File: src/rtl/fcfp_pkg.sv
// Shared constants for the flight command frame parser.
// No dependencies.
package fcfp_pkg;

  // Frame header bytes
  localparam logic [7:0] HDR_FIRST  = 8'hBB;
  localparam logic [7:0] HDR_SECOND = 8'hE1;

  // Type byte codes
  localparam logic [7:0] TYPE_SET = 8'd1;
  localparam logic [7:0] TYPE_HGT = 8'd2;
  localparam logic [7:0] TYPE_FLY = 8'd3;

  // Frame kind reported on out_tuser
  localparam logic [1:0] KIND_SET = 2'd0;
  localparam logic [1:0] KIND_HGT = 2'd1;
  localparam logic [1:0] KIND_FLY = 2'd2;

  // Setting codes
  localparam logic [7:0] SET_DISARM    = 8'd1;
  localparam logic [7:0] SET_ARM       = 8'd2;
  localparam logic [7:0] SET_MOTOR_OFF = 8'd3;

  // Height command codes and the modes they select
  localparam logic [7:0] HCMD_TARGET = 8'd1;
  localparam logic [7:0] HCMD_MODE4  = 8'd2;
  localparam logic [7:0] HCMD_MODE3  = 8'd3;
  localparam logic [7:0] HCMD_MODE1  = 8'd4;
  localparam logic [2:0] HMODE_TARGET = 3'd5;
  localparam logic [2:0] HMODE_4      = 3'd4;
  localparam logic [2:0] HMODE_3      = 3'd3;
  localparam logic [2:0] HMODE_1      = 3'd1;

  // Flight command codes and the modes they select
  localparam logic [7:0] FCMD_1 = 8'd1;
  localparam logic [7:0] FCMD_2 = 8'd2;
  localparam logic [7:0] FCMD_3 = 8'd3;
  localparam logic [7:0] FCMD_4 = 8'd4;
  localparam logic [7:0] FCMD_5 = 8'd5;
  localparam logic [2:0] FMODE_1 = 3'd3;
  localparam logic [2:0] FMODE_2 = 3'd4;
  localparam logic [2:0] FMODE_3 = 3'd6;
  localparam logic [2:0] FMODE_4 = 3'd5;
  localparam logic [2:0] FMODE_5 = 3'd1;

  localparam logic [11:0] MAX_HEIGHT = 12'd2550;

endpackage

File: src/rtl/flight_command_frame_parser.sv
// Bytes enter the input register; a frame's last byte fills the result register.
// Throughput: one byte per cycle; in_tready drops only while both the input
// register and the result register are full and out_tready is low.
// Reset: rst_n synchronous, active low; parser hunts for 0xBB, armed = 0,
// motor_enable = 1, height/flight modes and target height = 0, no result pending.
module flight_command_frame_parser
  import fcfp_pkg::*;
(
  input  logic        clk,
  input  logic        rst_n,
  // input byte stream
  input  logic        in_tvalid,
  output logic        in_tready,
  input  logic [7:0]  in_tdata,   // [7:0] rx_byte
  // completed frame results
  output logic        out_tvalid,
  input  logic        out_tready,
  output logic [23:0] out_tdata,  // [0] armed, [1] motor_enable, [4:2] height_mode,
                                  // [16:5] target_height, [19:17] flight_mode,
                                  // [23:20] zero
  output logic [1:0]  out_tuser   // [1:0] frame_type
);

  typedef enum logic [2:0] {
    ST_HUNT = 3'd0,
    ST_HDR1 = 3'd1,
    ST_TYPE = 3'd2,
    ST_SET  = 3'd3,
    ST_HGT  = 3'd4,
    ST_FLY  = 3'd5
  } state_t;

  // Input register
  logic       in_v_r;
  logic [7:0] in_byte_r;

  // Parser and command state
  state_t      state_r, state_nxt;
  logic        pcnt_r, pcnt_nxt;
  logic [7:0]  hcode_r;
  logic        hcode_load;
  logic        armed_r, armed_nxt;
  logic        motor_r, motor_nxt;
  logic [2:0]  hmode_r, hmode_nxt;
  logic [11:0] target_r, target_nxt;
  logic [2:0]  fmode_r, fmode_nxt;

  // Result register
  logic        out_v_r;
  logic [1:0]  out_kind_r;
  logic [19:0] out_data_r;

  logic        emit;
  logic [1:0]  kind;
  logic        adv;
  logic        fire;
  logic [11:0] times_ten;

  // Stage moves when the result slot is free or being drained this cycle
  assign adv       = !out_v_r || out_tready;
  assign fire      = in_v_r && adv;
  assign in_tready = !in_v_r || adv;

  // byte * 10 as (byte << 3) + (byte << 1)
  assign times_ten = {1'b0, in_byte_r, 3'b000} + {3'b000, in_byte_r, 1'b0};

  always_comb begin
    state_nxt  = state_r;
    pcnt_nxt   = pcnt_r;
    hcode_load = 1'b0;
    armed_nxt  = armed_r;
    motor_nxt  = motor_r;
    hmode_nxt  = hmode_r;
    target_nxt = target_r;
    fmode_nxt  = fmode_r;
    emit       = 1'b0;
    kind       = KIND_SET;
    case (state_r)
      ST_HUNT: begin
        state_nxt = (in_byte_r == HDR_FIRST) ? ST_HDR1 : ST_HUNT;
      end
      ST_HDR1: begin
        // failed byte is not retried as a first header byte
        state_nxt = (in_byte_r == HDR_SECOND) ? ST_TYPE : ST_HUNT;
      end
      ST_TYPE: begin
        if (in_byte_r == TYPE_SET) begin
          state_nxt = ST_SET;
        end else if (in_byte_r == TYPE_HGT) begin
          state_nxt = ST_HGT;
          pcnt_nxt  = 1'b0;
        end else if (in_byte_r == TYPE_FLY) begin
          state_nxt = ST_FLY;
        end else begin
          state_nxt = ST_HUNT;
        end
      end
      ST_SET: begin
        if (in_byte_r == SET_DISARM) begin
          armed_nxt = 1'b0;
        end else if (in_byte_r == SET_ARM) begin
          armed_nxt = 1'b1;
        end else if (in_byte_r == SET_MOTOR_OFF) begin
          motor_nxt = 1'b0;
        end
        state_nxt = ST_HUNT;
        emit      = 1'b1;
        kind      = KIND_SET;
      end
      ST_HGT: begin
        if (!pcnt_r) begin
          hcode_load = 1'b1;
          pcnt_nxt   = 1'b1;
        end else begin
          pcnt_nxt = 1'b0;
          case (hcode_r)
            HCMD_TARGET: begin
              hmode_nxt  = HMODE_TARGET;
              target_nxt = times_ten;
            end
            HCMD_MODE4: hmode_nxt = HMODE_4;
            HCMD_MODE3: hmode_nxt = HMODE_3;
            HCMD_MODE1: hmode_nxt = HMODE_1;
            default:    hmode_nxt = hmode_r;
          endcase
          state_nxt = ST_HUNT;
          emit      = 1'b1;
          kind      = KIND_HGT;
        end
      end
      ST_FLY: begin
        case (in_byte_r)
          FCMD_1:  fmode_nxt = FMODE_1;
          FCMD_2:  fmode_nxt = FMODE_2;
          FCMD_3:  fmode_nxt = FMODE_3;
          FCMD_4:  fmode_nxt = FMODE_4;
          FCMD_5:  fmode_nxt = FMODE_5;
          default: fmode_nxt = fmode_r;
        endcase
        state_nxt = ST_HUNT;
        emit      = 1'b1;
        kind      = KIND_FLY;
      end
      default: begin
        state_nxt = ST_HUNT;
      end
    endcase
  end

  // Input register
  always_ff @(posedge clk) begin
    if (!rst_n) begin
      in_v_r <= 1'b0;
    end else if (in_tready) begin
      in_v_r <= in_tvalid;
    end
    if (in_tready && in_tvalid) begin
      in_byte_r <= in_tdata;
    end
  end

  // Parser state, command registers and result register; the result carries
  // the command registers after the update
  always_ff @(posedge clk) begin
    if (!rst_n) begin
      state_r  <= ST_HUNT;
      pcnt_r   <= 1'b0;
      armed_r  <= 1'b0;
      motor_r  <= 1'b1;
      hmode_r  <= '0;
      target_r <= '0;
      fmode_r  <= '0;
      out_v_r  <= 1'b0;
    end else begin
      if (fire) begin
        state_r  <= state_nxt;
        pcnt_r   <= pcnt_nxt;
        armed_r  <= armed_nxt;
        motor_r  <= motor_nxt;
        hmode_r  <= hmode_nxt;
        target_r <= target_nxt;
        fmode_r  <= fmode_nxt;
      end
      if (adv) begin
        out_v_r <= fire && emit;
      end
    end
    // first height byte, always written before the second one reads it
    if (fire && hcode_load) begin
      hcode_r <= in_byte_r;
    end
    if (fire && emit) begin
      out_kind_r <= kind;
      out_data_r <= {fmode_nxt, target_nxt, hmode_nxt, motor_nxt, armed_nxt};
    end
  end

  assign out_tvalid = out_v_r;
  assign out_tuser  = out_kind_r;
  assign out_tdata  = {4'b0000, out_data_r};

`ifndef SYNTHESIS
  // A completed payload byte that is consumed always lands in the result slot
  a_emit_lands: assert property (@(posedge clk) disable iff (!rst_n)
    (fire && emit) |=> out_v_r)
    else $error("completed frame did not produce a result");

  // Second height byte is only expected inside a height payload
  a_pcnt_state: assert property (@(posedge clk) disable iff (!rst_n)
    pcnt_r |-> (state_r == ST_HGT))
    else $error("payload count set outside height payload");

  // Target height stays at or below MAX_HEIGHT (2550 = 255 * 10)
  a_target_range: assert property (@(posedge clk) disable iff (!rst_n)
    target_r <= MAX_HEIGHT)
    else $error("target height out of range");

  // Reported frame kind is one of the three frame types
  a_kind_valid: assert property (@(posedge clk) disable iff (!rst_n)
    out_v_r |-> (out_kind_r == KIND_SET || out_kind_r == KIND_HGT ||
                 out_kind_r == KIND_FLY))
    else $error("bad frame kind on result");
`endif

endmodule
File: config.mk
export PLATFORM = sky130hd
export DESIGN_NAME = flight_command_frame_parser
export DESIGN_NICKNAME = d
export VERILOG_FILES = /design/src/rtl/fcfp_pkg.sv /design/src/rtl/flight_command_frame_parser.sv
export SDC_FILE = /design/constraint.sdc
export NUM_CORES = 1
export LEC_CHECK = 0
export BUFFER_PORTS_ARGS = -buffer_cell sky130_fd_sc_hd__buf_2
export CAP_MARGIN = 15
export CORE_MARGIN = 4
export CORE_UTILIZATION = 59
export CTS_BUF_LIST = sky130_fd_sc_hd__clkbuf_4
export CTS_CLUSTER_DIAMETER = 100
export DETAILED_ROUTE_END_ITERATION = 6
export HOLD_SLACK_MARGIN = 0.06
export PLACE_DENSITY = 0.81
export SETUP_SLACK_MARGIN = 0.3
export SYNTH_ARGS = -nofsm -noshare
export SYNTH_HDL_FRONTEND = slang
export SYNTH_SLANG_ARGS = --single-unit
File: constraint.sdc
create_clock -name clk -period 3.15 [get_ports clk]
set_input_delay 0.1575 -clock clk [delete_from_list [all_inputs] [get_ports clk]]
set_output_delay 0.1575 -clock clk [all_outputs]
set_load 0.1 [all_outputs]
## Word level (Yosys, flattened, before mapping)

Index checks and enable logic that the tools add are counted.

| storage, ports and cells | value |
|---|---|
| output and inout port bits | 28 |
| word-level logic and storage cells | 77 |
| register bits | 64 |

| cells by class | value |
|---|---|
| reductions and logical operators | 13 |
| equality and inequality tests | 19 |
| add/sub/neg operators | 1 |
| muxes and demuxes | 31 |

Operator list:

| cell | number |
|---|---|
| 2-to-1 mux 12 bit | 3 |
| equality test 8 x 2 -> 1 bit (second input constant) | 4 |
| equality test 8 x 3 -> 1 bit (second input constant) | 3 |
| one-hot mux 3 bit (4 select lines) | 2 |
| 2-to-1 mux 3 bit | 7 |
| equality test 8 x 1 -> 1 bit (second input constant) | 2 |
| equality test 8 bit (second input constant) | 2 |
| one-hot mux 3 bit (5 select lines) | 1 |
| 2-to-1 mux 1 bit | 14 |
| adder 11 x 9 -> 12 bit | 1 |
| equality test 3 x 2 -> 1 bit (second input constant) | 2 |
| equality test 3 bit (second input constant) | 2 |
| != test 2 bit (second input constant) | 3 |
| logical AND 1 bit | 4 |
| one-hot mux 1 bit (2 select lines) | 2 |
| one-hot mux 2 bit (2 select lines) | 1 |
| AND reduction 4 bit | 1 |
| equality test 3 x 1 -> 1 bit (second input constant) | 1 |
| logical NOT 3 bit | 1 |
| logical NOT 1 bit | 2 |
| logical OR 1 bit | 2 |
| 2-to-1 mux 2 bit | 1 |
| AND reduction 2 bit | 1 |
| nonzero test 2 bit | 1 |
| OR reduction 2 bit | 1 |

## Longest topological paths before layout

Gate-level depths: netlist of the first run.

| logic depth | value |
|---|---|
| depth in word-level cells | 5 |
| depth in mapped cells | 9 |
| gate-level depth less buffers | 7 |

## Worst setup path before layout of the first run

Ideal clock, no wire load.

| timing path | value |
|---|---|
| path kind | register -> register |
| start point | register out_v_r, in the netlist out_tvalid |
| end point | register out_data_r[0], enable pin |
| setup slack | 438 ps |
| cell stages (with the launch flop) | 4 |
| data required time | 2734 ps |
| setup time | 416 ps |
| buffers on the path | 0 |
| arrival | 2296 ps |
| path through | dfxtp_1 > nand2b_1 > nand2_1 > a31oi_1 |

| on the way | value |
|---|---|
| longest elaborated chain between the ends | 4 |

Ends and longest elaborated chain:

| item | line | source |
|---|---|---|
| from (decl) | flight_command_frame_parser.sv:49 | `logic out_v_r;` |
| from (signal assigned) | flight_command_frame_parser.sv:185 | `out_v_r <= fire && emit;` |
| logical NOT 1 bit | flight_command_frame_parser.sv:60 | `assign adv = !out_v_r \|\| out_tready;` |
| logical OR 1 bit | flight_command_frame_parser.sv:60 |  |
| logical AND 1 bit | flight_command_frame_parser.sv:61 | `assign fire = in_v_r && adv;` |
| logical AND 1 bit | flight_command_frame_parser.sv:192 | `if (fire && emit) begin` |
| to (signal assigned) | flight_command_frame_parser.sv:194 | `out_data_r <= {fmode_nxt, target_nxt, hmode_nxt, motor_nxt, armed_nxt};` |
| to (decl) | flight_command_frame_parser.sv:51 | `logic [19:0] out_data_r;` |

Every way passes these cells.
A chain may end at the register's enable or synchronous reset.

## Final worst setup path of the first run

| timing path | value |
|---|---|
| start point | register in_byte_r[0] |
| end point | register out_data_r[14] (data pin) |

| on the way | value |
|---|---|
| longest elaborated chain between the ends | 4 |

Ends and longest elaborated chain:

| item | line | source |
|---|---|---|
| from (decl) | flight_command_frame_parser.sv:35 | `logic [7:0] in_byte_r;` |
| from (signal assigned) | flight_command_frame_parser.sv:158 | `in_byte_r <= in_tdata;` |
| adder 11 x 9 -> 12 bit | flight_command_frame_parser.sv:65 | `assign times_ten = {1'b0, in_byte_r, 3'b000} + {3'b000, in_byte_r, 1'b0};` |
| 2-to-1 mux 12 bit | flight_command_frame_parser.sv:116 | `case (hcode_r)` |
| 2-to-1 mux 12 bit | flight_command_frame_parser.sv:111 | `if (!pcnt_r) begin` |
| 2-to-1 mux 12 bit | flight_command_frame_parser.sv:78 | `case (state_r)` |
| via target_nxt[9] | flight_command_frame_parser.sv:45 | `logic [11:0] target_r, target_nxt;` |

The timed path passes the listed nets, and every way through them passes these cells.

==> reports/metrics.csv, run 1 <==
metric;value;unit
r2r_cells;7;
antenna_cells;0;
worst_setup_path_start_kind;flop;
rows;25;
syn_inst;282;
cts_setup_buffers;0;
p_seq_share;57.1;%
syn_area_per_cell;10.6;sq um
hold_end;out_tvalid;
cts_sinks;64;
cts_tree;yes;
syn_area;2980;sq um
power_leakage;0.00128;uW
antenna_found_initial;0;
dp_worst_setup_slack;0.642;ns
ir_worst_vdd;0.390;mV
ys_ff_latch;64;
rsz0062_at_grt;false;
regArea;1660;sq um
finalSetupTns;0;ns
num_vias;2264;
cts_buffer_depth;2;
arrival;2.67;ns
io_buffers;35;
synth_warnings;0;
ys_types;55;
clock-skew-final;0.0139;ns
die_w;79.0;microns
hold_class;primary input to flop;
r2r_slack;0.63;ns
worstHoldPathCells;4;
drive_gt1_share;20.4;%
maxSlewHeadroom;50.0;%
setup_viol_count_final;0;
synthTopCellsByArea;edfxtp_1, dfxtp_1, nand2_1, a21oi_1, o21ai_0;
area_growth;14.5;%
root_buffer;clkbuf_4;
power.switching;407;uW
hold_viol;0;
gp_congestion;0.814;
viasPerCell;5.66;
end_kind;flop;
grt_overflow_total;0;
setup_slack;0.633;ns
num-nets-final;347;
required;3.30;ns
pwr-share-comb;9.3;%
p_per_area;469;nW/um^2
drt_iter0_drc;230;
r2r_start;in_byte_r[0];
max_clock_freq;0.397;GHz
period_minus_slack;2.52;ns
max-cap-violations;0;
intPower;1190;uW
p_sw_share;25.4;%
period_share;79.9;%
multi_input_area;1230;sq um
worstPathMaxFanout;10;
die_area;6250;sq um
synth_top_area_cell;edfxtp_1;
coreArea;4820;sq um
fillers;382;
grt_pass1_wl;10.3;mm
wl;6.00;mm
worst_slew_pin_slew;0.748;ns
synth_edf_count;38;
dieHeight;79.0;microns
numCtsBuffers;9;
grt_pass1_vias;2175;
rr_endpoint;out_data_r[14];
async_reset_ff_share;0;%
synthFlopType;edfxtp_1;
wl_per_cell;15.0;microns
drt_first_pass_iters;4;
yosysTopAreaCellShare;38.3;%
drc_errors;0;
worst_skew_pair.late_latency;0.40;ns
grtUsageTotal;21.6;%
clkTransAtPathRegs;0.11;ns
yosysSeqAreaShare;55.8;%
antenna_left;0;
hpwlAfterDp;4.12;mm
ioPinCount;40;
drv_slew;0;
clkPwrFrac;33.6;%
grt_max_degree;18;
outcome;finished, final reports clean;
start_util;61.8;%
criticalPathCategory;flop to flop;
htree_levels;3;
worstHoldStart;out_tready;
state kept, by name, summed over array words and instances (netlist names):
| register | flops |
|---|---|
| out_data_r | 20 |
| target_r | 12 |
| hcode_r | 8 |
| in_byte_r | 8 |
| fmode_r | 3 |
| hmode_r | 3 |
| state_r | 3 |
| out_tuser | 2 |
| armed_r | 1 |
| in_v_r | 1 |
| motor_r | 1 |
| out_tvalid | 1 |
| pcnt_r | 1 |
metrics by stage:
step,total power [uW],utilization (%),cells,hold slack [ns],cell area [sq um]
floorplan,1040,-,285,0.256,2990
CTS,1600,70.8,400,0.0876,3410
detailed placement,1070,66.1,375,0.336,3190
global placement,1070,66.1,375,0.335,3190
global route,1680,70.8,400,0.0974,3410
finish,1600,70.8,400,0.102,3410
metal layers:
metal	wire length (microns)	track usage [%]	up-vias
met3	462	4.54	11
li1	-	-	1126
met2	2850	34.8	90
met5	0	0	-
met4	87	9.97	0
met1	2600	27.9	1037
worst max-delay path by stage:
stage	start	to	slack, ns	cells after the start
after global placement	in_byte_r[0]	out_data_r[16]	0.79	7
after floorplan	out_tvalid	out_data_r[0]	0.44	3
after detailed placement	in_byte_r[0]	out_data_r[14]	0.64	7
final	in_byte_r[0]	out_data_r[14]	0.63	7
after global routing	in_byte_r[0]	out_data_r[14]	0.52	7
after CTS	in_byte_r[0]	out_data_r[14]	0.63	7
power groups by stage:
stage,registers [uW],logic (uW),clock network (uW)
2_1_floorplan,924,115,0
3_3_place_gp,932,134,0
3_5_place_dp,933,138,0
4_1_cts,914,147,542
5_1_grt,917,165,596
6_report,914,148,538
Yosys cell counts, types with 5 or more instances:
cell and n:
nand2_1 41, edfxtp_1 38, dfxtp_1 26, nor2_1 21, a21oi_1 17, o21ai_0 16, nand3_1 8, clkbuf_1 7
ha_1 6, nor3_1 6, inv_1 5, mux2_2 5, o211ai_1 5
critical path: stages (launching register included):
cell      delay, ns
edfxtp_1       0.56
ha_1           0.31
fa_1           0.43
a211oi_1       0.23
o21bai_1       0.11
a21oi_1        0.34
xor2_1         0.18
o21ai_0        0.11
timing repair:
action                                 CTS  global route
gates resized for setup                  0             0
endpoints found under the hold margin    9             0
hold buffers                             9             0
layout by cell type (no fill, tap or decap), types with 3 or more instances in the layout:
cell and instances:
nand2_1 41, edfxtp_1 38, buf_2 35, dfxtp_1 26, nor2_1 21, a21oi_1 17
o21ai_0 16, clkbuf_4 10, dlygate4sd3_1 9, nand3_1 8, nor3_1 6, ha_1 6
inv_1 5, mux2_2 5, o211ai_1 5, o22ai_1 4, nand4_1 4, and2_1 4
xor2_1 4, a211oi_1 4, o21a_1 4, conb_1 4, nand2b_1 3, or2_2 3
nor2b_1 3
logic make-up after synthesis:
group	count (synthesis)	share of synthesized area, %
other cells	1	0.126
mux	6	2.23
compound gates	67	14.6
xor+xnor	6	1.76
buf+inv	20	3.57
fa+ha+maj	7	3.19
simple gates	111	18.7
flops	64	55.8
cell type report:
| class | count | share of cell area, % |
|---|---|---|
| clock inverters | 6 | 1.76 |
| multi-input cells | 201 | 36.0 |
| well taps | 67 | 2.46 |
| clock buffers | 10 | 2.20 |
| inverters | 6 | 0.660 |
| repair buffers | 46 | 8.22 |
| flip-flops and latches | 64 | 48.7 |
(Power assumes the default switching activity.)
==> run 2: changes to the inputs <==
--- a/config.mk
+++ b/config.mk
@@ -8,12 +8,12 @@
 export BUFFER_PORTS_ARGS = -buffer_cell sky130_fd_sc_hd__buf_2
 export CAP_MARGIN = 15
 export CORE_MARGIN = 4
-export CORE_UTILIZATION = 59
+export CORE_UTILIZATION = 54
 export CTS_BUF_LIST = sky130_fd_sc_hd__clkbuf_4
 export CTS_CLUSTER_DIAMETER = 100
 export DETAILED_ROUTE_END_ITERATION = 6
 export HOLD_SLACK_MARGIN = 0.06
-export PLACE_DENSITY = 0.81
+export PLACE_DENSITY = 0.78
 export SETUP_SLACK_MARGIN = 0.3
 export SYNTH_ARGS = -nofsm -noshare
 export SYNTH_HDL_FRONTEND = slang
==> constraint.sdc (replaced) <==
create_clock -name clk -period 2.25 [get_ports clk]
set_input_delay 0.1125 -clock clk [delete_from_list [all_inputs] [get_ports clk]]
set_output_delay 0.1125 -clock clk [all_outputs]
set_load 0.1 [all_outputs]
==> reports/metrics.csv, run 2 (synthesis results as in run 1) <==
metric;value;unit;change
outcome;finished, final reports clean;;
clkTransAtPathRegs;0.10;ns;about the same
grt_max_degree;17;;-1
required;2.42;ns;-0.88 ns
final_util;72.6;%;+1.8 points
largest_register_ffs;20;;unchanged
criticalPathCategory;flop to flop;;
period_share;91.0;%;+11 points
finalSetupTns;0;ns;unchanged
grt_pass1_wl;10.5;mm;+2.1%
start_util;56.9;%;-5.0 points
placed_cells;391;;+4.3%
numCtsBuffers;9;;unchanged
max-cap-violations;0;;unchanged
cts_sinks;64;;unchanged
htree_levels;3;;unchanged
root_buffer;clkbuf_4;;
ioPinCount;40;;unchanged
end_kind;flop;;
area_growth;27.7;%;
io_buffers;35;;unchanged
hold_slack;0.416;ns;+0.314 ns
drt_iter0_drc;175;;-24%
grtUsageTotal;21.3;%;-0.27 points
period_minus_slack;2.05;ns;-0.470 ns
die_w;82.3;microns;+4.1%
grt_pass1_vias;2238;;+2.9%
rsz0062_at_grt;true;;
worst_setup_path_start_kind;flop;;
clock-skew-final;0.00583;ns;-0.00805 ns
cts_tree;yes;;
antenna_left;0;;unchanged
cts_buffer_depth;2;;unchanged
rows;26;;+4.0%
hold_class;primary input to flop;;
wl_per_cell;15.6;microns;+4.3%
finalNonFillerCells;434;;+8.5%
design_area;3800;sq um;+11%
top_register;out_data_r;;
max_clock_freq;0.488;GHz;+23%
grt_overflow_total;0;;unchanged
viasPerCell;5.55;;-2.0%
antenna_cells;0;;unchanged
drv_slew;0;;unchanged
placed_cell_area;3320;sq um;+4.3%
num-nets-final;378;;+8.9%
hold_viol;0;;unchanged
dieHeight;82.3;microns;+4.1%
drive_gt1_share;32.4;%;+12 points
die_area;6770;sq um;+8.3%
drc_errors;0;;unchanged
hpwlAfterDp;4.40;mm;+7.0%
wl;6.79;mm;+13%
p_per_area;616;nW/um^2;+31%
layout_common_cells;nand2_1, edfxtp_1, buf_2, buf_4, dfxtp_1;;
final_common_cell;nand2_1;;
setup_viol_count_final;0;;unchanged
ir_worst_vdd;0.430;mV;+10%
num_vias;2407;;+6.3%
gp_congestion;0.855;;+5.0%
reg.largest.list;out_data_r: 20 flops, target_r: 12 flops;;
drt_first_pass_iters;5;;+1
coreArea;5240;sq um;+8.7%
arrival;2.21;ns;-0.46 ns
antenna_found_initial;0;;unchanged
power_leakage;0.00145;uW;+13%
worst_skew_pair.late_latency;0.41;ns;about the same
worstPathMaxFanout;3;;-7
run 2: power by group:
group	internal [uW]	switching (uW)	total, uW
Sequential	1250	14.0	1260
Combinational	147	183	331
Clock	354	397	750
Total	1750	594	2340
run 2: cell type report:
cell class / instances / area [sq um]
Multi-Input combinational cell: 201 / 1370
Inverter: 6 / 22.5
Fill cell: 372 / 1440
Clock inverter: 5 / 47.5
Timing Repair Buffer: 77 / 524
Tap cell: 70 / 87.6
Sequential cell: 64 / 1670
Clock buffer: 11 / 82.6
run 2: per-stage QoR:
| stage | setup slack [ns] | total power (uW) |
|---|---|---|
| 6_report | 0.203 | 2340 |
| 4_1_cts | 0.259 | 2300 |
| 3_5_place_dp | 0.170 | 1520 |
| 5_1_grt | 0.0907 | 2440 |
| 3_3_place_gp | 0.220 | 1520 |
| 2_1_floorplan | 0.250 | 1460 |
run 2: worst paths after layout:
kind                              startpoint              to  slack [ns]  cells after the start
worst max-delay path            in_byte_r[2]  out_data_r[14]        0.20                      7
worst min-delay path             in_tdata[4]    in_byte_r[4]        0.42                      2
worst max register to register  in_byte_r[2]  out_data_r[14]        0.20                      7
worst min register to register   target_r[1]     target_r[1]        0.46                      2
run 2: routing by layer:
metal | up-vias | global-route usage, % | share of wire (%)
met4 | 0 | 10.5 | 1.7
met3 | 8 | 5.42 | 6.1
met5 | - | 0 | 0
met1 | 1129 | 25.7 | 42
li1 | 1186 | - | -
met2 | 84 | 35.3 | 50
run 2: worst max-delay path: stages (launching register included):
cell and delay [ns]:
edfxtp_1 0.48, ha_4 0.21, fa_2 0.37, a211oi_2 0.20, o21bai_1 0.12, a21oi_2 0.19
xor2_1 0.17, o21ai_1 0.07
run 2: repair_timing:
item	4_1_cts	5_1_grt
endpoints found under the hold margin	11	0
buffers inserted	6	9
setup endpoints to repair	11	31
resized for setup	2	23
pin swaps	3	8
hold buffers	12	0
